===== config.mk =====
export PLATFORM = sky130hd
export DESIGN_NAME = cpcsd_ram
export DESIGN_NICKNAME = d
export VERILOG_FILES = /design/src/rtl/core/cpcsd_ram.sv
export SDC_FILE = /design/constraint.sdc
export NUM_CORES = 1
export LEC_CHECK = 0
export ABC_AREA = 0
export BUFFER_PORTS_ARGS = -buffer_cell sky130_fd_sc_hd__buf_4
export CAP_MARGIN = 10
export CORE_MARGIN = 2
export CORE_UTILIZATION = 46
export CTS_CLUSTER_DIAMETER = 80
export DETAILED_ROUTE_END_ITERATION = 8
export PLACE_DENSITY_LB_ADDON = 0.15
export REMOVE_ABC_BUFFERS = 1
export SLEW_MARGIN = 20
export SYNTH_ARGS = -nofsm -noshare
export SYNTH_HDL_FRONTEND = slang
export SYNTH_SLANG_ARGS = --single-unit

===== constraint.sdc =====
create_clock -name clk_i -period 2.6 [get_ports clk_i]
set_clock_uncertainty 0.05 [all_clocks]
set_input_delay 0 -clock clk_i [delete_from_list [all_inputs] [get_ports clk_i]]
set_output_delay 0 -clock clk_i [all_outputs]
set_load 0.05 [all_outputs]

===== src/rtl/core/cpcsd_ram.sv =====
// Generic single-port-write, single-port-read RAM with a registered read.
`default_nettype none
module cpcsd_ram #(
  parameter int unsigned WIDTH = 8,
  parameter int unsigned DEPTH = 64,
  parameter int unsigned AW    = (DEPTH > 1) ? $clog2(DEPTH) : 1
) (
  input  wire logic             clk_i,
  input  wire logic             we_i,
  input  wire logic [AW-1:0]    waddr_i,
  input  wire logic [WIDTH-1:0] wdata_i,
  input  wire logic             re_i,
  input  wire logic [AW-1:0]    raddr_i,
  output logic      [WIDTH-1:0] rdata_o
);

  logic [WIDTH-1:0] mem_q [DEPTH];

  always_ff @(posedge clk_i) begin
    if (we_i) begin
      mem_q[waddr_i] <= wdata_i;
    end
    if (re_i) begin
      rdata_o <= mem_q[raddr_i];
    end
  end

endmodule
`default_nettype wire


Yosys cells after proc, flatten, opt, wreduce, memory -nomap -nowiden --
Memory sizes are Yosys's and may differ from the RTL's. A register that Yosys moved wholly into a read port is not among the register bits. Index checks and enable logic that the tools add are counted.
Word-level totals: flip-flop bits (word level) 0, memory bits (writable) 512, bits of input ports 23, output and inout port bits 8, memories 1
Memories:
- mem_q | depth 64, bits a word 8, rd ports 1, clocked after Yosys merged registers in 1, wr ports 1, line 17 | logic [WIDTH-1:0] mem_q [DEPTH];
Cells by class: muxes and demuxes 2
Operator list (number):
- $mux W1 | 2

Longest topological paths before layout --
Gate-level depths: netlist (run 1).
depth after elaboration 2, mapped depth 9

Least setup slack after synthesis (run 1) --
No wires, ideal clock.
kind register to register, from memory mem_q[29][4], to register rdata_o[4], read port of mem_q (data pin), library setup time 0.270 ns, arrival 1.560 ns, required time 2.280 ns, slack 0.720 ns, cell stages (with the launch flop) 6, period minus slack after synthesis 1.880 ns, path through edfxtp_1 > mux4_2 > mux2_2 > o221a_2 > nor3_1 > o32ai_1
RTL lines:
- start, declared | line 17
- end, declared | line 14 | output logic [WIDTH-1:0] rdata_o

==> results.rst, run 1 <==
.. list-table::
   :header-rows: 1

   * - Metric
     - Value
   * - Status
     - complete, no violations
   * - Vertical die dimension
     - 214 um
   * - Proportion of synthesized chip area in sequential cells
     - 77.1%
   * - Worst max-slew margin expressed relative to the limit
     - 51.0%
   * - Clk buf depth
     - 3
   * - Final setup fails
     - 0
   * - DR iter-0 viols
     - 860
   * - Cells taking the most area after synthesis
     - sky130_fd_sc_hd__edfxtp_1 77%, sky130_fd_sc_hd__mux4_2 14%, sky130_fd_sc_hd__nor2_1 1.5%
   * - Final Wtd Congestion
     - 0.816
   * - Multiplexer area fraction after synthesis
     - 15.9%
   * - Startpoint of the most critical register-to-register path
     - mem_q[25][6]
   * - TritonCTS clock tree
     - yes
   * - Static leakage power
     - 0.00766 uW
   * - Post-route insts no fill
     - 1730
   * - Number of cell rows
     - 76
   * - Cell at the root of the clock tree
     - sky130_fd_sc_hd__clkbuf_16
   * - Die outline area
     - 45700 um2
   * - Area of the core
     - 43300 um2
   * - Die Span X
     - 214 um
   * - Complex-gate fraction of the synthesized area
     - 2.06%
   * - Endpoint class of the critical path
     - flop
   * - Count of state elements after synthesis
     - 520
   * - Top FF cell, synth
     - sky130_fd_sc_hd__edfxtp_1
   * - Least-Margin Pin Slew
     - 0.735 ns
   * - Setup repair after global routing missed its margin
     - no
   * - Final routed DRC violation total
     - 0
   * - Sum of routed wire length over all layers
     - 46500 um
   * - IO Port Bufs
     - 30
   * - Yosys top cell area share
     - 77.1%
   * - Dominant combinational cell family by area after synthesis
     - multiplexers
   * - Clk_lat worst skew
     - 0.60 ns
   * - Global route overflow
     - 0
   * - Initial core utilization
     - 46.8%
   * - Post-Syn Area per Cell
     - 21.5 um2
   * - Cell with the largest stage delay on the worst path
     - sky130_fd_sc_hd__mux4_2
   * - Min-delay src
     - raddr_i[3]
   * - Shortest period the worst path allows
     - 2.25 ns
   * - # nets final
     - 1128
   * - Average routed wire per standard cell
     - 26.9 um
   * - Cell chain of the critical path
     - mux4_2, mux2_2, o221a_2, nor3_1, o32ai_1
   * - End of the worst hold path
     - rdata_o[7]
   * - Top achievable clock speed
     - 445 MHz
   * - Count leader, synth
     - sky130_fd_sc_hd__edfxtp_1
   * - Post-Synth Simple-Gate Area
     - 3.37%
   * - Number of optimization iterations in the first detailed-route pass
     - 5
   * - Antenna Cells
     - 0
   * - Endpoint required time on the critical path
     - 2.89 ns
   * - Number of enable-type register cells in the synthesized netlist
     - 520
   * - Ys Warns
     - 0
   * - H-tree depth reported by CTS
     - 2
   * - Highest net fanout along the worst path
     - 1
   * - Post-DP HPWL
     - 28900 um
   * - Xor and xnor area share after synthesis
     - 0%
   * - Final core utilization
     - 54.9%
   * - Global-route wire length before repair
     - 68500 um
   * - Most area-hungry cell type in the Yosys netlist
     - sky130_fd_sc_hd__edfxtp_1
   * - Pins Over Slew Limit
     - 0
   * - Arrival time at the worst endpoint
     - 2.54 ns
   * - Peak supply drop
     - 0.000556 V
   * - Mapped Area
     - 20200 um2
   * - Leading post-synthesis cells by instance count
     - 520 x sky130_fd_sc_hd__edfxtp_1, 126 x sky130_fd_sc_hd__mux4_2, 83 x sky130_fd_sc_hd__nor2_1
   * - Number of antenna violations at the first check in global routing
     - 0
   * - Share of cells above drive strength 1
     - 31.3%
   * - Max cap viols
     - 0
   * - Routed vias/inst
     - 5.75
   * - Count of vias placed by the detailed router
     - 9942
   * - R2r endpoint
     - rdata_o[6]
   * - Worst reg2reg path depth
     - 5
   * - Layout overhead on the synthesized area
     - 17.3%
   * - Worst setup slack for register-to-register paths
     - 0.35 ns
   * - Final Hold Violating Endpoints
     - 0
   * - Worst setup SP type
     - flop
   * - Final ANT Viol Nets
     - 0
   * - Kind of critical path
     - reg2reg
   * - Adder and majority gate portion of the synthesized area
     - 0%
   * - Number of cells produced by synthesis
     - 940
   * - Worst hold path class
     - in2reg
   * - Gr usage total
     - 21.3%
   * - Number of distinct library cells after synthesis
     - 39
   * - Via count of the first global-routing pass
     - 10168
   * - Worst hold path depth
     - 3
   * - Io pins
     - 31
   * - Largest stage delay, worst path
     - 0.47 ns
   * - Power density relative to cell area
     - 755 nW/um2
   * - Fraction of the cycle the final worst path needs
     - 86.5%
   * - Share of synthesized flip-flops with an asynchronous set or reset
     - 0%
   * - Post-placement cell count
     - 1617
   * - CTS buffer count
     - 53
   * - Largest net degree at the start of global routing
     - 65
   * - CTS sink cnt
     - 520
   * - Setup TNS after final layout
     - 0 ns
   * - Clock transition at path regs
     - 0.06 ns
-- routing by layer --
metal / global-route usage, % / wire length [um] / vias up
met5: 0 / 0 / -
met4: 7.14 / 1160 / 0
li1: - / - / 4269
met1: 30.6 / 20400 / 5310
met2: 34.0 / 22500 / 289
met3: 2.87 / 2430 / 74
-- power by group --
group          leakage, uW  switching, uW  internal [uW]  total (uW)
clock             0.000854           3090           4550        7640
combinational      0.00212            580            382         962
sequential         0.00469           27.6           9300        9330
total              0.00766           3690          14200       17900
-- placed cells by master, fill, tap and decap left out, drive strengths merged, types with 2 or more instances in the layout --
cell	Yosys	final
mux4	126	126
a2111oi	2	2
bufinv	0	7
inv	0	3
o2bb2ai	3	3
nand4	2	2
o21ai	4	4
edfxtp	520	520
o2111ai	3	3
nand2b	7	7
buf	34	142
clkbuf	17	68
nand2	19	19
o221ai	8	8
dlygate4sd3	0	18
nor2	83	83
nor3	7	7
o22ai	8	8
mux2	13	13
mux2i	23	23
clkinv	0	18
nor2b	14	14
o41ai	2	2
a211oi	4	4
a21oi	3	3
a22oi	3	3
o21a	2	2
o32ai	2	2
a221oi	6	6
o221a	2	2
nand3b	3	3
nor4	2	2
nand3	13	13
-- critical path, delay by kind of cell (launching register included) --
family,cells,cell delay (ns)
AND/OR/NAND/NOR,1,0.39
flip-flops,1,0.38
AO/OA/AOI/OAI,2,0.44
multiplexers,2,0.75
-- stage by stage --
step / setup slack (ns) / hold WS, ns / instance area (um2) / total power (uW)
3_3_place_gp: 0.115 / 0.283 / 21800 / 10500
6_report: 0.351 / 0.0522 / 23800 / 17900
4_1_cts: 0.295 / 0.0160 / 23800 / 18100
3_5_place_dp: 0.0702 / 0.287 / 21800 / 10500
2_1_floorplan: 0.727 / 0.0489 / 19900 / 9890
5_1_grt: 0.274 / 0.0596 / 23800 / 18400
-- worst max-delay path by stage --
stage            startpoint    endpoint  slack (ns)
2_1_floorplan  mem_q[29][4]  rdata_o[4]        0.73
3_3_place_gp     raddr_i[0]  rdata_o[7]        0.12
3_5_place_dp     raddr_i[0]  rdata_o[2]        0.07
4_1_cts        mem_q[45][2]  rdata_o[2]        0.30
5_1_grt        mem_q[45][2]  rdata_o[2]        0.27
6_report       mem_q[25][6]  rdata_o[6]        0.35
-- sequential cells by signal, summed over array words and instances (netlist names) --
signal   flops
mem_q      512
rdata_o      8
-- what timing repair did --
action,4_1_cts,5_1_grt
resized for setup,0,0
hold buffers,18,0
setup buffers,0,0
hold endpoints to repair,572,0
-- cells by family after synthesis --
family          Yosys count
buf+inv                  51
flops                   520
mux                     162
compound gates           54
simple gates            153
-- area by class of cell --
class                           instances  area (um2)
Fill cell                            3335       19500
Clock buffer                           67        1420
Sequential cell                       520       15600
Timing Repair Buffer                  161        1350
Multi-Input combinational cell        369        4320
Tap cell                              585         732
Clock inverter                         28         319
Power figures use the tool's default switching activity.
==> run 2, diff against run 1 <==
- CTS_BUF_LIST: default -> sky130_fd_sc_hd__clkbuf_8
- CTS_CLUSTER_SIZE: default -> 40
==> results.rst, run 2 (same netlist as run 1, synthesis figures left out) <==
.. list-table::
   :header-rows: 1

   * - Metric
     - Value
   * - Final ANT Viol Nets
     - 0 (unchanged)
   * - H-tree depth reported by CTS
     - 1 (-1)
   * - Number of optimization iterations in the first detailed-route pass
     - 5 (unchanged)
   * - Static leakage power
     - 0.00708 uW (-7.5%)
   * - Die Span X
     - 214 um (unchanged)
   * - CTS sink cnt
     - 520 (unchanged)
   * - Placement-stage cell area
     - 21800 um2 (unchanged)
   * - Via count of the first global-routing pass
     - 9842 (-3.2%)
   * - Endpoint required time on the critical path
     - 2.96 ns (+0.07 ns)
   * - Shortest period the worst path allows
     - 2.30 ns (+0.0495 ns)
   * - Peak supply drop
     - 0.000551 V (-0.91%)
   * - Clock transition at path regs
     - 0.19 ns (+0.13 ns)
   * - Number of antenna violations at the first check in global routing
     - 0 (unchanged)
   * - Final Wtd Congestion
     - 0.816 (unchanged)
   * - Power density relative to cell area
     - 617 nW/um2 (-18%)
   * - Average routed wire per standard cell
     - 27.1 um (+0.60%)
   * - # nets final
     - 1102 (-2.3%)
   * - Arrival time at the worst endpoint
     - 2.66 ns (+0.12 ns)
   * - Sum of routed wire length over all layers
     - 45400 um (-2.4%)
   * - Most frequent cells in the layout
     - 520 x sky130_fd_sc_hd__edfxtp_1, 135 x sky130_fd_sc_hd__buf_4, 126 x sky130_fd_sc_hd__mux4_2
   * - Post-DP HPWL
     - 28900 um (unchanged)
   * - Final core utilization
     - 52.2% (-2.7 points)
   * - Highest net fanout along the worst path
     - 1 (unchanged)
   * - Kind of critical path
     - reg2reg
   * - Clock network fraction of design power
     - 26.3% (-16 points)
   * - Largest net degree at the start of global routing
     - 65 (unchanged)
   * - Max cap viols
     - 0 (unchanged)
   * - Cell chain of the critical path
     - mux4_2, mux2_2, o221a_2, nor3_1, o32ai_1
   * - Switching power as a share of total power
     - 23.4% (+2.8 points)
   * - Worst path top cell family by delay
     - multiplexers
   * - Combined buffer and inverter count along the critical path
     - 0 (unchanged)
   * - Global route overflow
     - 0 (unchanged)
   * - Origin of the worst setup path
     - mem_q[25][6]
   * - Status
     - complete, no violations
   * - Largest registers ranked by flip-flop count
     - mem_q: 512 flops, rdata_o: 8 flops
   * - Area of the core
     - 43300 um2 (unchanged)
   * - TritonCTS clock tree
     - yes
   * - Filler Cells Inserted
     - 3439 (+3.1%)
   * - Cell with the largest stage delay on the worst path
     - sky130_fd_sc_hd__mux4_2
   * - Routed vias/inst
     - 5.78 (+0.52%)
   * - Internal Power
     - 10700 uW (-25%)
   * - Cell at the root of the clock tree
     - sky130_fd_sc_hd__clkbuf_8
   * - Io pins
     - 31 (unchanged)
   * - Clk_lat worst skew
     - 0.67 ns (+0.07 ns)
   * - Fraction of power consumed by sequential logic
     - 66.8% (+15 points)
   * - Leading cell type in the layout, fill and taps excluded
     - sky130_fd_sc_hd__edfxtp_1
   * - Antenna Cells
     - 0 (unchanged)
   * - Number of cell rows
     - 76 (unchanged)
   * - CTS buffer count
     - 23 (-57%)
   * - Endpoint class of the critical path
     - flop
   * - Combinational power share
     - 6.9% (+1.5 points)
   * - Psw
     - 3260 uW (-12%)
   * - Top achievable clock speed
     - 435 MHz (-2.2%)
   * - Final routed DRC violation total
     - 0 (unchanged)
   * - Gr usage total
     - 20.5% (-0.75 points)
   * - Min-delay src
     - re_i
   * - Count of vias placed by the detailed router
     - 9699 (-2.4%)
   * - Startpoint of the most critical register-to-register path
     - mem_q[25][6]
   * - Final Hold Violating Endpoints
     - 0 (unchanged)
   * - Layout overhead on the synthesized area
     - 11.5%
   * - Largest stage delay, worst path
     - 0.47 ns (about the same)
   * - Worst setup slack for register-to-register paths
     - 0.30 ns (-0.05 ns)
   * - Worst setup SP type
     - flop
   * - Fraction of the cycle the final worst path needs
     - 88.4% (+1.9 points)
   * - Initial core utilization
     - 46.8% (unchanged)
   * - Share of cells above drive strength 1
     - 29.4% (-1.8 points)
   * - Die outline area
     - 45700 um2 (unchanged)
   * - Final std cell area, no fill
     - 22600 um2 (-4.9%)
   * - Least-Margin Pin Slew
     - 0.722 ns (-0.0124 ns)
   * - IO Port Bufs
     - 30 (unchanged)
   * - Global-route wire length before repair
     - 66700 um (-2.6%)
   * - Worst max-slew margin expressed relative to the limit
     - 51.8% (+0.83 points)
   * - Setup repair after global routing missed its margin
     - no
   * - Clk buf depth
     - 3 (unchanged)
   * - Pins Over Slew Limit
     - 0 (unchanged)
   * - Setup TNS after final layout
     - 0 ns (unchanged)
   * - Overall power after layout
     - 13900 uW (-22%)
   * - Vertical die dimension
     - 214 um (unchanged)
   * - Worst hold path class
     - in2reg
   * - DR iter-0 viols
     - 944 (+9.8%)
   * - Register with the most flip-flops
     - mem_q
   * - Max reg flops
     - 512 (unchanged)
   * - Final setup fails
     - 0 (unchanged)
-- run 2: cell types whose count changed in the layout (fill, tap and decap cells not counted), sizes merged --
cell,change
bufinv,-7
clkbuf,-44
clkinv,-10
clkinvlp,+1
dlygate4sd3,+4
inv,+5
-- run 2: final timing paths --
path,endpoint,cells after the start
worst min-delay path,rdata_o[5],2
worst max register to register,rdata_o[6],5
worst min register to register,rdata_o[4],3
worst max-delay path,rdata_o[6],5
-- run 2: power groups by stage --
stage          Clock (uW)  Combinational [uW]  Sequential [uW]
2_1_floorplan           0                 360             9530
3_3_place_gp            0                 946             9500
3_5_place_dp            0                 956             9510
4_1_cts              3760                 982             9320
5_1_grt              4030                1030             9320
6_report             3660                 963             9310
-- run 2: routing by layer --
metal / part of all wire, % / track usage, % / up-vias
li1: - / - / 4183
met1: 44 / 30.1 / 5220
met2: 49 / 34.0 / 258
met3: 5.0 / 2.12 / 38
met4: 1.5 / 4.07 / 0
met5: 0 / 0 / -
-- run 2: timing repair --
item	in CTS	in global routing
endpoints found under the hold margin	608	0
setup buffers	0	0
hold buffers	22	0
gates resized for setup	0	0
-- run 2: worst register-to-register path, stage by stage, from the launching register on --
cell,delay (ns)
sky130_fd_sc_hd__edfxtp_1,0.42
sky130_fd_sc_hd__mux4_2,0.47
sky130_fd_sc_hd__mux2_2,0.28
sky130_fd_sc_hd__o221a_2,0.30
sky130_fd_sc_hd__nor3_1,0.39
sky130_fd_sc_hd__o32ai_1,0.14
-- run 2: cell type report --
cell class                      instances  area [um2]  share of cell area [%]
Sequential cell                       520       15600                    69.2
Multi-Input combinational cell        369        4320                    19.1
Tap cell                              585         732                    3.24
Timing Repair Buffer                  165        1390                    6.15
Clock inverter                         17         209                   0.926
Clock buffer                           23         317                    1.40
-- run 2: stage by stage --
stage	setup WS, ns	instances	hold WS (ns)
6_report	0.301	1679	0.156
5_1_grt	0.221	1679	0.123
4_1_cts	0.260	1679	0.115
3_5_place_dp	0.0702	1617	0.287
3_3_place_gp	0.115	1617	0.283
2_1_floorplan	0.727	889	0.0489
==> run 3, diff against run 2 <==
- RECOVER_POWER: default -> 50
==> results.rst, run 3 (same netlist as run 1, synthesis figures left out) <==
.. list-table::
   :header-rows: 1

   * - Metric
     - Value
   * - Static leakage power
     - 0.00706 uW (-0.24%)
   * - Final Hold Violating Endpoints
     - 0 (unchanged)
   * - TritonCTS clock tree
     - yes
   * - Cell with the largest stage delay on the worst path
     - sky130_fd_sc_hd__mux4_2
   * - Via count of the first global-routing pass
     - 9842 (unchanged)
   * - Largest net degree at the start of global routing
     - 65 (unchanged)
   * - Shortest period the worst path allows
     - 2.29 ns (-0.00475 ns)
   * - End of the worst hold path
     - rdata_o[7]
   * - Arrival time at the worst endpoint
     - 2.65 ns (about the same)
   * - IO Port Bufs
     - 30 (unchanged)
   * - Origin of the worst setup path
     - mem_q[25][6]
   * - Routed length on met1
     - 20000 um (-0.20%)
   * - Worst path top cell family by delay
     - multiplexers
   * - Power density relative to cell area
     - 618 nW/um2 (+0.16%)
   * - Post-placement cell count
     - 1617 (unchanged)
   * - Worst setup slack for register-to-register paths
     - 0.31 ns (about the same)
   * - Number of optimization iterations in the first detailed-route pass
     - 5 (unchanged)
   * - Gr usage total
     - 20.5% (unchanged)
   * - Endpoint required time on the critical path
     - 2.96 ns (about the same)
   * - Count of cells resized by post-cts repair
     - 0 (unchanged)
   * - Min-delay src
     - raddr_i[1]
   * - Initial core utilization
     - 46.8% (unchanged)
   * - Vertical die dimension
     - 214 um (unchanged)
   * - Final ANT Viol Nets
     - 0 (unchanged)
   * - Startpoint of the most critical register-to-register path
     - mem_q[25][6]
   * - Die outline area
     - 45700 um2 (unchanged)
   * - Worst hold path depth
     - 5 (+3)
   * - Share of cells above drive strength 1
     - 29.2% (-0.27 points)
   * - Cell at the root of the clock tree
     - sky130_fd_sc_hd__clkbuf_8
   * - Average routed wire per standard cell
     - 27.1 um (about the same)
   * - Final setup fails
     - 0 (unchanged)
   * - Post-DP HPWL
     - 28900 um (unchanged)
   * - Leading cell type in the layout, fill and taps excluded
     - sky130_fd_sc_hd__edfxtp_1
   * - Worst setup SP type
     - flop
   * - Largest registers ranked by flip-flop count
     - mem_q: 512 flops, rdata_o: 8 flops
   * - Met3 layer wire length in the routed design
     - 2300 um (+0.17%)
   * - Setup TNS after final layout
     - 0 ns (unchanged)
   * - Endpoint class of the critical path
     - flop
   * - Fraction of the cycle the final worst path needs
     - 88.2% (-0.18 points)
   * - Worst reg2reg path depth
     - 5 (unchanged)
   * - Filler Cells Inserted
     - 3446 (+0.20%)
   * - Area of the core
     - 43300 um2 (unchanged)
   * - Register with the most flip-flops
     - mem_q
   * - R2r endpoint
     - rdata_o[6]
   * - Most frequent cells in the layout
     - 520 x sky130_fd_sc_hd__edfxtp_1, 126 x sky130_fd_sc_hd__mux4_2, 124 x sky130_fd_sc_hd__buf_4
   * - Metal2 WL
     - 22400 um (+0.13%)
   * - Clock transition at path regs
     - 0.19 ns (about the same)
   * - Setup repair after global routing missed its margin
     - no
   * - Status
     - complete, no violations
   * - Highest net fanout along the worst path
     - 1 (unchanged)
   * - H-tree depth reported by CTS
     - 1 (unchanged)
   * - Post-route insts no fill
     - 1679 (unchanged)
   * - Max reg flops
     - 512 (unchanged)
   * - Global-route wire length before repair
     - 66700 um (unchanged)
   * - DR iter-0 viols
     - 961 (+1.8%)
   * - Io pins
     - 31 (unchanged)
   * - Final Wtd Congestion
     - 0.816 (unchanged)
   * - Routed vias/inst
     - 5.78 (+0.11%)
   * - CTS sink cnt
     - 520 (unchanged)
   * - Clk_lat worst skew
     - 0.67 ns (about the same)
   * - Sum of routed wire length over all layers
     - 45400 um (about the same)
   * - Worst hold path class
     - in2reg
   * - Worst max-slew margin expressed relative to the limit
     - 7.20% (-45 points)
   * - Max cap viols
     - 0 (unchanged)
   * - # nets final
     - 1102 (unchanged)
   * - Count of hold buffers inserted by post-cts repair
     - 22 (unchanged)
   * - Antenna Cells
     - 0 (unchanged)
   * - Top achievable clock speed
     - 436 MHz (+0.21%)
   * - Post-CTS setup buffers
     - 0 (unchanged)
   * - Pins Over Slew Limit
     - 0 (unchanged)
   * - Kind of critical path
     - reg2reg
   * - Cell chain of the critical path
     - mux4_2, mux2_2, o221a_2, nor3_1, o32ai_1
   * - Die Span X
     - 214 um (unchanged)
   * - Global route overflow
     - 0 (unchanged)
   * - Number of antenna violations at the first check in global routing
     - 0 (unchanged)
   * - CTS buffer count
     - 23 (unchanged)
   * - Layout overhead on the synthesized area
     - 11.3%
   * - Number of cell rows
     - 76 (unchanged)
   * - Count of vias placed by the detailed router
     - 9710 (+0.11%)
   * - Peak supply drop
     - 0.000552 V (+0.20%)
   * - Clk buf depth
     - 3 (unchanged)
   * - Least-Margin Pin Slew
     - 1.39 ns (+0.670 ns)
   * - Combined buffer and inverter count along the critical path
     - 0 (unchanged)
   * - Final routed DRC violation total
     - 0 (unchanged)
   * - Largest stage delay, worst path
     - 0.47 ns (about the same)
   * - Highest metal layer with signal wires
     - met4
run 3: cell types whose count changed in the layout (fill, tap and decap cells not counted):
cell and delta:
sky130_fd_sc_hd__clkbuf_2 +8, sky130_fd_sc_hd__buf_4 -11, sky130_fd_sc_hd__clkbuf_1 +3
run 3: worst max path at each step:
stage	end	depth (start not counted)
after floorplan	rdata_o[4]	5
after global placement	rdata_o[7]	6
final	rdata_o[6]	5
after CTS	rdata_o[2]	5
after global routing	mem_q[51][1]	7
after detailed placement	rdata_o[2]	7
run 3: stage by stage:
step | hold WS [ns] | area (um2) | power [uW] | setup slack (ns) | utilization, %
finish | 0.204 | 22500 | 13900 | 0.306 | 52.1
global route | 0.224 | 22500 | 14400 | 0.219 | 52.1
CTS | 0.115 | 22600 | 14100 | 0.260 | 52.2
detailed placement | 0.287 | 21800 | 10500 | 0.0702 | 50.5
global placement | 0.283 | 21800 | 10500 | 0.115 | 50.5
floorplan | 0.0489 | 19900 | 9890 | 0.727 | -
run 3: worst reg2reg max path, delay by kind of cell (launching register included):
family           cells  cell delay (ns)
multiplexers         2             0.75
flip-flops           1             0.42
AND/OR/NAND/NOR      1             0.38
AO/OA/AOI/OAI        2             0.44
run 3: area by class of cell:
class                           instances  area [um2]  share of cell area [%]
Sequential cell                       520       15600                    69.3
Tap cell                              585         732                    3.25
Clock inverter                         17         209                   0.927
Multi-Input combinational cell        369        4320                    19.1
Timing Repair Buffer                  165        1360                    6.02
Clock buffer                           23         317                    1.40
run 3: per-layer routing:
layer	vias to the layer above	GRT usage (%)
li1	4181	-
met1	5230	30.1
met5	-	0
met3	41	2.12
met4	0	4.07
met2	258	34.0
run 3: power by group:
| part | switching [uW] | total, uW | internal [uW] |
|---|---|---|---|
| logic | 579 | 959 | 380 |
| clock network | 2660 | 3660 | 1000 |
| registers | 27.8 | 9320 | 9300 |
| total | 3260 | 13900 | 10700 |
